**src/rtl/core/pfse_pkg.sv**
```systemverilog
package pfse_pkg;

  // datapath width, fixed by the token and result fields
  localparam int DATA_WIDTH = 32;

  // default operand stack depth
  localparam int STACK_DEPTH_DEF = 64;

  // depth of the command queue between front and back
  localparam int QUEUE_DEPTH = 2;

  // token kinds
  localparam logic [1:0] KIND_PUSH = 2'd0;
  localparam logic [1:0] KIND_OPER = 2'd1;
  localparam logic [1:0] KIND_END  = 2'd2;

  // operator characters
  localparam logic [7:0] CHAR_ADD = 8'h2B;
  localparam logic [7:0] CHAR_SUB = 8'h2D;
  localparam logic [7:0] CHAR_MUL = 8'h2A;
  localparam logic [7:0] CHAR_DIV = 8'h2F;

  // status codes
  localparam logic [2:0] ST_OK         = 3'd0;
  localparam logic [2:0] ST_UNDERFLOW  = 3'd1;
  localparam logic [2:0] ST_DIV_ZERO   = 3'd2;
  localparam logic [2:0] ST_UNKNOWN_OP = 3'd3;
  localparam logic [2:0] ST_OVERFLOW   = 3'd4;

  // decoded command classes
  typedef enum logic [2:0] {
    CMD_PUSH,
    CMD_END,
    CMD_ADD,
    CMD_SUB,
    CMD_MUL,
    CMD_DIV,
    CMD_BADOP,
    CMD_BADKIND
  } cmd_op_t;

  // one classified token
  typedef struct packed {
    cmd_op_t               op;
    logic [DATA_WIDTH-1:0] value;
  } cmd_t;

  // command queue handshake toward the back end
  typedef struct packed {
    logic valid;
    cmd_t cmd;
  } cmd_chan_t;

endpackage

```
**src/rtl/core/pfse_front.sv**
```systemverilog
module pfse_front (
  input  logic                            in_valid,
  output logic                            in_stall,
  input  logic [1:0]                      in_kind,
  input  logic signed [pfse_pkg::DATA_WIDTH-1:0] in_operand_value,
  input  logic [7:0]                      in_operator_char,
  input  logic                            q_full,
  output logic                            q_push,
  output pfse_pkg::cmd_t                  q_cmd
);

  pfse_pkg::cmd_op_t op;

  // classify the token
  always_comb begin
    case (in_kind)
      pfse_pkg::KIND_PUSH: op = pfse_pkg::CMD_PUSH;
      pfse_pkg::KIND_END:  op = pfse_pkg::CMD_END;
      pfse_pkg::KIND_OPER: begin
        case (in_operator_char)
          pfse_pkg::CHAR_ADD: op = pfse_pkg::CMD_ADD;
          pfse_pkg::CHAR_SUB: op = pfse_pkg::CMD_SUB;
          pfse_pkg::CHAR_MUL: op = pfse_pkg::CMD_MUL;
          pfse_pkg::CHAR_DIV: op = pfse_pkg::CMD_DIV;
          default:            op = pfse_pkg::CMD_BADOP;
        endcase
      end
      default: op = pfse_pkg::CMD_BADKIND;
    endcase
  end

  // hand the classified transaction to the queue
  assign in_stall     = q_full;
  assign q_push       = in_valid && !q_full;
  assign q_cmd.op     = op;
  assign q_cmd.value  = in_operand_value;

endmodule

```
**src/rtl/core/pfse_fifo.sv**
```systemverilog
module pfse_fifo (
  input  logic               clk,
  input  logic               rst_n,
  input  logic               push,
  input  pfse_pkg::cmd_t     push_cmd,
  output logic               full,
  input  logic               pop,
  output pfse_pkg::cmd_chan_t head
);

  localparam int PW = (pfse_pkg::QUEUE_DEPTH > 1) ? $clog2(pfse_pkg::QUEUE_DEPTH) : 1;
  localparam int CW = $clog2(pfse_pkg::QUEUE_DEPTH + 1);
  localparam logic [PW-1:0] LAST = PW'(pfse_pkg::QUEUE_DEPTH - 1);
  localparam logic [CW-1:0] FULLCNT = CW'(pfse_pkg::QUEUE_DEPTH);

  pfse_pkg::cmd_t entry_r [pfse_pkg::QUEUE_DEPTH];
  logic [PW-1:0]  wr_ptr_r, wr_ptr_nxt;
  logic [PW-1:0]  rd_ptr_r, rd_ptr_nxt;
  logic [CW-1:0]  count_r, count_nxt;
  logic           do_push, do_pop;

  assign full     = (count_r == FULLCNT);
  assign do_push  = push && !full;
  assign do_pop   = pop && (count_r != '0);
  assign head.valid = (count_r != '0);
  assign head.cmd   = entry_r[rd_ptr_r];

  // pointer and fill count
  always_comb begin
    wr_ptr_nxt = wr_ptr_r;
    rd_ptr_nxt = rd_ptr_r;
    count_nxt  = count_r;
    if (do_push) begin
      wr_ptr_nxt = (wr_ptr_r == LAST) ? '0 : wr_ptr_r + PW'(1);
    end
    if (do_pop) begin
      rd_ptr_nxt = (rd_ptr_r == LAST) ? '0 : rd_ptr_r + PW'(1);
    end
    if (do_push && !do_pop) begin
      count_nxt = count_r + CW'(1);
    end else if (do_pop && !do_push) begin
      count_nxt = count_r - CW'(1);
    end
  end

  always_ff @(posedge clk) begin
    if (!rst_n) begin
      wr_ptr_r <= '0;
      rd_ptr_r <= '0;
      count_r  <= '0;
    end else begin
      wr_ptr_r <= wr_ptr_nxt;
      rd_ptr_r <= rd_ptr_nxt;
      count_r  <= count_nxt;
    end
  end

  // entry storage
  always_ff @(posedge clk) begin
    if (do_push) begin
      entry_r[wr_ptr_r] <= push_cmd;
    end
  end

endmodule

```
**src/rtl/core/pfse_div.sv**
```systemverilog
module pfse_div (
  input  logic                            clk,
  input  logic                            rst_n,
  input  logic                            start,
  input  logic [pfse_pkg::DATA_WIDTH-1:0] dividend,
  input  logic [pfse_pkg::DATA_WIDTH-1:0] divisor,
  output logic                            done,
  output logic [pfse_pkg::DATA_WIDTH-1:0] quotient
);

  localparam int DW = pfse_pkg::DATA_WIDTH;
  localparam int SW = $clog2(DW);
  localparam logic [SW-1:0] LAST_STEP = SW'(DW - 1);

  logic          busy_r, busy_nxt;
  logic          done_r, done_nxt;
  logic [SW-1:0] step_r, step_nxt;
  logic          neg_r, neg_nxt;
  logic [DW-1:0] rem_r, rem_nxt;
  logic [DW-1:0] quo_r, quo_nxt;
  logic [DW-1:0] dvs_r, dvs_nxt;
  logic [DW:0]   shifted, diff;

  // one restoring step per cycle on magnitudes
  assign shifted = {rem_r, quo_r[DW-1]};
  assign diff    = shifted - {1'b0, dvs_r};

  always_comb begin
    busy_nxt = busy_r;
    done_nxt = 1'b0;
    step_nxt = step_r;
    neg_nxt  = neg_r;
    rem_nxt  = rem_r;
    quo_nxt  = quo_r;
    dvs_nxt  = dvs_r;
    if (start) begin
      busy_nxt = 1'b1;
      step_nxt = '0;
      neg_nxt  = dividend[DW-1] ^ divisor[DW-1];
      rem_nxt  = '0;
      quo_nxt  = dividend[DW-1] ? -dividend : dividend;
      dvs_nxt  = divisor[DW-1] ? -divisor : divisor;
    end else if (busy_r) begin
      if (!diff[DW]) begin
        rem_nxt = diff[DW-1:0];
        quo_nxt = {quo_r[DW-2:0], 1'b1};
      end else begin
        rem_nxt = shifted[DW-1:0];
        quo_nxt = {quo_r[DW-2:0], 1'b0};
      end
      step_nxt = step_r + SW'(1);
      if (step_r == LAST_STEP) begin
        busy_nxt = 1'b0;
        done_nxt = 1'b1;
      end
    end
  end

  always_ff @(posedge clk) begin
    if (!rst_n) begin
      busy_r <= 1'b0;
      done_r <= 1'b0;
    end else begin
      busy_r <= busy_nxt;
      done_r <= done_nxt;
    end
    step_r <= step_nxt;
    neg_r  <= neg_nxt;
    rem_r  <= rem_nxt;
    quo_r  <= quo_nxt;
    dvs_r  <= dvs_nxt;
  end

  // sign fix, truncation toward zero
  assign done     = done_r;
  assign quotient = neg_r ? -quo_r : quo_r;

endmodule

```
**src/rtl/core/pfse_back.sv**
```systemverilog
module pfse_back #(
  parameter int STACK_DEPTH = pfse_pkg::STACK_DEPTH_DEF
) (
  input  logic                            clk,
  input  logic                            rst_n,
  input  pfse_pkg::cmd_chan_t             head,
  output logic                            cmd_pop,
  output logic                            out_valid,
  input  logic                            out_stall,
  output logic signed [pfse_pkg::DATA_WIDTH-1:0] out_result_value,
  output logic [2:0]                      out_status,
  output logic                            out_expression_done
);

  localparam int DW = pfse_pkg::DATA_WIDTH;
  localparam int CW = $clog2(STACK_DEPTH + 1);
  localparam int AW = $clog2(STACK_DEPTH);
  localparam logic [CW-1:0] FULLCNT = CW'(STACK_DEPTH);
  localparam logic [CW-1:0] TWO     = CW'(2);

  typedef enum logic [1:0] {
    S_IDLE,
    S_READ,
    S_MUL,
    S_DIV
  } state_t;

  state_t            state_r;
  pfse_pkg::cmd_op_t op_r;
  logic [CW-1:0]     count_r;
  logic [DW-1:0]     tos_r;
  logic [DW-1:0]     res_r;
  logic              out_valid_r;
  logic [DW-1:0]     out_value_r;
  logic [2:0]        out_status_r;
  logic              out_done_r;

  logic [DW-1:0]     stack_mem [STACK_DEPTH];
  logic [DW-1:0]     rd_data_r;
  logic              wr_en, rd_en;
  logic [AW-1:0]     wr_addr, rd_addr;

  logic              slot_free;
  logic              is_binop;
  logic [DW-1:0]     product;
  logic              div_start, div_done;
  logic [DW-1:0]     div_q;

  assign slot_free = !out_valid_r || !out_stall;
  assign cmd_pop   = (state_r == S_IDLE) && head.valid && slot_free;
  assign is_binop  = (head.cmd.op == pfse_pkg::CMD_ADD) || (head.cmd.op == pfse_pkg::CMD_SUB) ||
                     (head.cmd.op == pfse_pkg::CMD_MUL) || (head.cmd.op == pfse_pkg::CMD_DIV) ||
                     (head.cmd.op == pfse_pkg::CMD_BADOP);

  // top of stack lives in tos_r, lower entries in memory
  assign wr_en   = cmd_pop && (head.cmd.op == pfse_pkg::CMD_PUSH) &&
                   (count_r != '0) && (count_r != FULLCNT);
  assign wr_addr = AW'(count_r - CW'(1));
  assign rd_en   = cmd_pop && is_binop && (count_r >= TWO);
  assign rd_addr = AW'(count_r - TWO);

  always_ff @(posedge clk) begin
    if (wr_en) begin
      stack_mem[wr_addr] <= tos_r;
    end
    if (rd_en) begin
      rd_data_r <= stack_mem[rd_addr];
    end
  end

  // operand a from memory, b is the top
  assign product   = rd_data_r * tos_r;
  assign div_start = (state_r == S_READ) && (op_r == pfse_pkg::CMD_DIV) && (tos_r != '0);

  pfse_div u_div (
    .clk      (clk),
    .rst_n    (rst_n),
    .start    (div_start),
    .dividend (rd_data_r),
    .divisor  (tos_r),
    .done     (div_done),
    .quotient (div_q)
  );

  // sequencer, stack count and result register
  always_ff @(posedge clk) begin
    if (!rst_n) begin
      state_r     <= S_IDLE;
      count_r     <= '0;
      out_valid_r <= 1'b0;
    end else begin
      if (out_valid_r && !out_stall) begin
        out_valid_r <= 1'b0;
      end
      case (state_r)
        S_IDLE: begin
          if (cmd_pop) begin
            op_r <= head.cmd.op;
            case (head.cmd.op)
              pfse_pkg::CMD_PUSH: begin
                out_valid_r <= 1'b1;
                if (count_r == FULLCNT) begin
                  count_r      <= '0;
                  out_value_r  <= '0;
                  out_status_r <= pfse_pkg::ST_OVERFLOW;
                  out_done_r   <= 1'b1;
                end else begin
                  tos_r        <= head.cmd.value;
                  count_r      <= count_r + CW'(1);
                  out_value_r  <= head.cmd.value;
                  out_status_r <= pfse_pkg::ST_OK;
                  out_done_r   <= 1'b0;
                end
              end
              pfse_pkg::CMD_END: begin
                out_valid_r <= 1'b1;
                out_done_r  <= 1'b1;
                count_r     <= '0;
                if (count_r == '0) begin
                  out_value_r  <= '0;
                  out_status_r <= pfse_pkg::ST_UNDERFLOW;
                end else begin
                  out_value_r  <= tos_r;
                  out_status_r <= pfse_pkg::ST_OK;
                end
              end
              pfse_pkg::CMD_BADKIND: begin
                out_valid_r  <= 1'b1;
                out_done_r   <= 1'b1;
                out_value_r  <= '0;
                out_status_r <= pfse_pkg::ST_UNKNOWN_OP;
                count_r      <= '0;
              end
              default: begin
                // underflow is checked before the operator is decoded
                if (count_r < TWO) begin
                  out_valid_r  <= 1'b1;
                  out_done_r   <= 1'b1;
                  out_value_r  <= '0;
                  out_status_r <= pfse_pkg::ST_UNDERFLOW;
                  count_r      <= '0;
                end else begin
                  state_r <= S_READ;
                end
              end
            endcase
          end
        end
        S_READ: begin
          case (op_r)
            pfse_pkg::CMD_ADD, pfse_pkg::CMD_SUB: begin
              state_r      <= S_IDLE;
              out_valid_r  <= 1'b1;
              out_status_r <= pfse_pkg::ST_OK;
              out_done_r   <= 1'b0;
              count_r      <= count_r - CW'(1);
              if (op_r == pfse_pkg::CMD_ADD) begin
                tos_r       <= rd_data_r + tos_r;
                out_value_r <= rd_data_r + tos_r;
              end else begin
                tos_r       <= rd_data_r - tos_r;
                out_value_r <= rd_data_r - tos_r;
              end
            end
            pfse_pkg::CMD_MUL: begin
              res_r   <= product;
              state_r <= S_MUL;
            end
            pfse_pkg::CMD_DIV: begin
              if (tos_r == '0) begin
                state_r      <= S_IDLE;
                out_valid_r  <= 1'b1;
                out_done_r   <= 1'b1;
                out_value_r  <= '0;
                out_status_r <= pfse_pkg::ST_DIV_ZERO;
                count_r      <= '0;
              end else begin
                state_r <= S_DIV;
              end
            end
            default: begin
              state_r      <= S_IDLE;
              out_valid_r  <= 1'b1;
              out_done_r   <= 1'b1;
              out_value_r  <= '0;
              out_status_r <= pfse_pkg::ST_UNKNOWN_OP;
              count_r      <= '0;
            end
          endcase
        end
        S_MUL: begin
          state_r      <= S_IDLE;
          tos_r        <= res_r;
          count_r      <= count_r - CW'(1);
          out_valid_r  <= 1'b1;
          out_value_r  <= res_r;
          out_status_r <= pfse_pkg::ST_OK;
          out_done_r   <= 1'b0;
        end
        S_DIV: begin
          if (div_done) begin
            state_r      <= S_IDLE;
            tos_r        <= div_q;
            count_r      <= count_r - CW'(1);
            out_valid_r  <= 1'b1;
            out_value_r  <= div_q;
            out_status_r <= pfse_pkg::ST_OK;
            out_done_r   <= 1'b0;
          end
        end
        default: begin
          state_r <= S_IDLE;
        end
      endcase
    end
  end

  assign out_valid           = out_valid_r;
  assign out_result_value    = out_value_r;
  assign out_status          = out_status_r;
  assign out_expression_done = out_done_r;

endmodule

```
**src/rtl/core/postfix_stack_evaluator_core.sv**
```systemverilog
// channel   direction  handshake          payload
// in_       input      in_valid/in_stall  in_kind, in_operand_value, in_operator_char
// out_      output     out_valid/out_stall out_result_value, out_status, out_expression_done
//
// push, end, bad kind, underflow: idle state of the back end only; add, subtract, bad op,
// zero divisor: idle, read; multiply: also mul; divide: also div, one quotient bit per cycle
// the command queue holds up to 2 classified tokens while the back end is busy
// synchronous active-low reset empties the stack and the queue; stack memory is not cleared
// a stalled result holds in the output register and the queue keeps taking tokens until full
module postfix_stack_evaluator_core #(
  parameter int STACK_DEPTH = pfse_pkg::STACK_DEPTH_DEF
) (
  input  logic                            clk,
  input  logic                            rst_n,
  input  logic                            in_valid,
  output logic                            in_stall,
  input  logic [1:0]                      in_kind,
  input  logic signed [pfse_pkg::DATA_WIDTH-1:0] in_operand_value,
  input  logic [7:0]                      in_operator_char,
  output logic                            out_valid,
  input  logic                            out_stall,
  output logic signed [pfse_pkg::DATA_WIDTH-1:0] out_result_value,
  output logic [2:0]                      out_status,
  output logic                            out_expression_done
);

  logic                q_full;
  logic                q_push;
  pfse_pkg::cmd_t      q_cmd;
  logic                q_pop;
  pfse_pkg::cmd_chan_t q_head;

  // token classification
  pfse_front u_front (
    .in_valid         (in_valid),
    .in_stall         (in_stall),
    .in_kind          (in_kind),
    .in_operand_value (in_operand_value),
    .in_operator_char (in_operator_char),
    .q_full           (q_full),
    .q_push           (q_push),
    .q_cmd            (q_cmd)
  );

  // command queue
  pfse_fifo u_fifo (
    .clk      (clk),
    .rst_n    (rst_n),
    .push     (q_push),
    .push_cmd (q_cmd),
    .full     (q_full),
    .pop      (q_pop),
    .head     (q_head)
  );

  // stack execution
  pfse_back #(
    .STACK_DEPTH (STACK_DEPTH)
  ) u_back (
    .clk                 (clk),
    .rst_n               (rst_n),
    .head                (q_head),
    .cmd_pop             (q_pop),
    .out_valid           (out_valid),
    .out_stall           (out_stall),
    .out_result_value    (out_result_value),
    .out_status          (out_status),
    .out_expression_done (out_expression_done)
  );

endmodule

```
**config.mk**
```make
export PLATFORM = sky130hd
export DESIGN_NAME = postfix_stack_evaluator_core
export DESIGN_NICKNAME = d
export VERILOG_FILES = /design/src/rtl/core/pfse_pkg.sv /design/src/rtl/core/pfse_front.sv /design/src/rtl/core/pfse_fifo.sv /design/src/rtl/core/pfse_div.sv /design/src/rtl/core/pfse_back.sv /design/src/rtl/core/postfix_stack_evaluator_core.sv
export SDC_FILE = /design/constraint.sdc
export NUM_CORES = 2
export LEC_CHECK = 0
export ABC_AREA = 1
export BUFFER_PORTS_ARGS = -buffer_cell sky130_fd_sc_hd__buf_2
export CAP_MARGIN = 20
export CORE_ASPECT_RATIO = 0.6
export CORE_UTILIZATION = 40
export CTS_CLUSTER_SIZE = 14
export DETAILED_ROUTE_END_ITERATION = 7
export PLACE_DENSITY = 0.58
export SETUP_SLACK_MARGIN = 0.5
export SLEW_MARGIN = 10
export SYNTH_ARGS = -nofsm -noshare
export SYNTH_HDL_FRONTEND = slang
export SYNTH_SLANG_ARGS = --single-unit
export TNS_END_PERCENT = 50
```
**constraint.sdc**
```tcl
create_clock -name clk -period 19.9 [get_ports clk]
set_input_delay 1.99 -clock clk [delete_from_list [all_inputs] [get_ports clk]]
set_output_delay 1.99 -clock clk [all_outputs]
set_load 0.02 [all_outputs]
```
==> flow_metrics.tcl <==
set metrics [dict create \
    status "completed" \
    drt_wl_total_um 418800 \
    grt_max_degree 192 \
    synth_edf_count 2318 \
    maxCapViolations 0 \
    min_path_type "reg -> reg" \
    synth_area_um2 117100 \
    synth_largest_area_cell "edfxtp_1" \
    grt_pass1_vias 81030 \
    place_congestion 0.9598 \
    htree_levels 4 \
    io_pins 84 \
    core.rowCount 153 \
    worstPathRequired_ps 20470 \
    synth-seq-cells 2372 \
    multiInputGateArea_um2 40160 \
    cts-buffers-inserted 219 \
    clk_latency_ps 930 \
    via_per_inst 5.839 \
    fin_crit_ps 8042 \
    synthFlopType "edfxtp_1" \
    drc 0 \
    period_share_pct 40.41 \
    ant_nets 0 \
    holdBufCountCts 0 \
    die_area_um2 295000 \
    syn2layout_area_growth_pct 10.08 \
    area.sequential_um2 70700 \
    fin_worst_skew_ps 119.7 \
    tns_ps 0 \
    fill_cells 26810 \
    yosysWarnings 0 \
    synthDistinctLibCells 65 \
    critical_path.max_fanout 78 \
    max_freq_mhz 124.4 \
    slew_violations 0 \
    start_util_pct 40.32 \
    cts_sinks 2372 \
    yosysTopAreaCellShare_pct 59.44 \
    dr_total_vias 86050 \
    grt_first_pass_wirelength_um 593800 \
    io_buffers 83 \
    cts_resized 0 \
    drive_gt1_share_pct 7.461 \
    cts_buffer_depth 4 \
    grt_util_all_layers_pct 27.70 \
    antenna_found_initial 28 \
    wl_per_cell_um 28.42 \
    crit_path_start_kind "register" \
    setup_viol 0 \
    critPathArrivalTime_ps 8620 \
    cts_setup_buffers 0 \
    die_w_um 700.5 \
    clkSlewWorstSetupHoldPaths_ps 60 \
    yosysSeqAreaShare_pct 60.36 \
    worstSetupPathType "reg -> reg" \
    relSlewSlack_pct 6.572 \
    die_h_um 421.1 \
    overflow 0 \
    finalNetCount 11370 \
    hpwlAfterDp_um 257400 \
    design.core.area_um2 290400 \
    synthArstFlopShare_pct 0 \
    worst_pin_slew_ps 1362 \
    rsz0062_at_grt "no" \
    ys_top_cells_by_area "edfxtp_1 (59%), fa_1 (7.0%), o21ai_0 (6.1%)" \
    hold_viol 0 \
    cts_tree "yes" \
    syn_area_per_cell_um2 10.86 \
    synth_nets 11440 \
    critPathCaptureType "register" \
    initialDrtViolationCount 12080 \
    netlist_instances 10780 \
    ctsRootBufferMaster "clkbuf_16" \
    drtPass1Iterations 8 \
]
==> area by class of cell <==
class | instances | area share [%]
Antenna cell | 6 | 0.01165
Tap cell | 3875 | 3.761
Timing Repair Buffer | 356 | 2.013
Multi-Input combinational cell | 6675 | 31.15
Sequential cell | 2372 | 54.84
Inverter | 1090 | 3.210
Clock inverter | 90 | 0.5455
Clock buffer | 274 | 4.461
==> metal layers <==
| layer | GRT usage (%) | up-vias | part of all wire (%) |
|---|---|---|---|
| met5 | 0.1774 | - | 0.042 |
| met1 | 42.99 | 43270 | 45 |
| met3 | 6.766 | 649 | 12 |
| met2 | 38.43 | 4959 | 40 |
| met4 | 7.098 | 18 | 2.8 |
| li1 | - | 37160 | - |
==> stage by stage <==
step	cells	setup slack, ps	area [um^2]	util [%]	hold slack, ps
global route	14730	11560	128900	44.38	493.0
CTS	14720	11930	128800	44.36	444.8
global placement	14350	12020	122300	42.12	438.1
finish	14740	11860	128900	44.39	453.6
floorplan	10780	12400	117100	-	425.5
detailed placement	14360	11980	122400	42.14	460.0
==> cell usage after synthesis (6+ instances only) <==
| cell type | instances |
|---|---|
| a21oi_1 | 190 |
| nand3b_1 | 19 |
| clkbuf_1 | 417 |
| nor2_2 | 11 |
| ha_1 | 199 |
| nand3_1 | 269 |
| fa_1 | 410 |
| a21boi_0 | 7 |
| nor2_4 | 7 |
| inv_1 | 1071 |
| a32oi_1 | 6 |
| buf_2 | 147 |
| nor3_1 | 52 |
| nand4_1 | 43 |
| o221ai_1 | 22 |
| mux2i_1 | 28 |
| o21bai_1 | 12 |
| a21o_1 | 10 |
| o21ai_0 | 1421 |
| nand2_1 | 1316 |
| nor4_1 | 14 |
| buf_4 | 18 |
| buf_1 | 52 |
| a22oi_1 | 13 |
| nor2_1 | 1607 |
| o22ai_1 | 654 |
| o31ai_1 | 14 |
| a31oi_1 | 19 |
| xor2_1 | 82 |
| o21ai_1 | 107 |
| nand2_2 | 12 |
| dfxtp_1 | 54 |
| o211ai_1 | 10 |
| inv_2 | 13 |
| buf_6 | 11 |
| o21a_1 | 6 |
| or2_2 | 33 |
| xnor2_1 | 41 |
| edfxtp_1 | 2318 |
==> worst max-delay path, cell delays in order (launching register included) <==
cell	delay, ps
edfxtp_1	520
buf_4	320
buf_4	810
nand2_1	130
inv_1	110
fa_1	410
inv_1	90
fa_1	420
fa_1	490
fa_1	540
inv_1	50
fa_1	500
inv_1	60
fa_1	540
inv_1	50
fa_1	490
fa_1	420
ha_1	410
nand4_1	170
nor3_1	430
nand4_1	160
nand3_1	190
a21o_1	180
nand3_1	80
nand2_1	80
xor2_1	60
==> worst paths after layout <==
path	startpoint	end	slack (ps)	cells after the start
worst max-delay path	u_back.tos_r[4]	u_back.res_r[29]	11860	25
worst min-delay path	u_fifo.rd_ptr_r	register	450	1
worst max register to register	u_back.tos_r[4]	u_back.res_r[29]	11860	25
worst min register to register	u_fifo.rd_ptr_r	register	450	1
==> registers in the layout (all words and copies together) (netlist names), 2 cells and up, named ones only <==
| name | flops |
|---|---|
| u_back.u_div.quo_r | 32 |
| u_back.out_status | 3 |
| u_back.out_result_value | 32 |
| u_back.state_r | 2 |
| u_back.res_r | 32 |
| u_back.op_r | 3 |
| u_back.rd_data_r | 32 |
| u_back.count_r | 7 |
| u_back.u_div.step_r | 5 |
| u_back.u_div.rem_r | 32 |
| u_back.tos_r | 32 |
| u_fifo.count_r | 2 |
| u_back.u_div.dvs_r | 32 |
| u_fifo.entry_r | 70 |
| u_back.stack_mem | 2048 |
==> cell families (layout without fill, tap and decap cells) <==
group                      after synthesis  in the layout  synth area share (%)
AOI/OAI and AO/OA                     2505           2505                 11.71
xor gates and xnor gates               124            124                0.9339
adders and majority gates              609            609                 9.135
buffers and inverters                 1736           1810                 5.864
DFF                                   2372           2372                 60.36
muxes                                   32             32                0.2778
other                                    0              6                     0
and+or+nand+nor                       3405           3405                 11.71
==> cells in the final DEF (no fill, tap or decap), types with 22 or more instances in the layout <==
master	synthesis	routed
a21oi_1	190	190
buf_2	147	84
buf_4	18	259
clkbuf_1	417	52
clkbuf_16	0	222
clkinv_1	1	44
clkinv_2	2	28
dfxtp_1	54	51
edfxtp_1	2318	2318
fa_1	410	410
ha_1	199	198
inv_1	1071	1068
mux2i_1	28	27
nand2_1	1316	1316
nand3_1	269	269
nand4_1	43	43
nor2_1	1607	1536
nor2_4	7	76
nor3_1	52	51
o21ai_0	1421	1420
o21ai_1	107	108
o221ai_1	22	22
o22ai_1	654	654
or2_2	33	33
xnor2_1	41	41
xor2_1	82	80
Power is left out: the tool's default activity adds up to more than one toggle a clock period on the data nets, which glitch-free logic cannot reach.
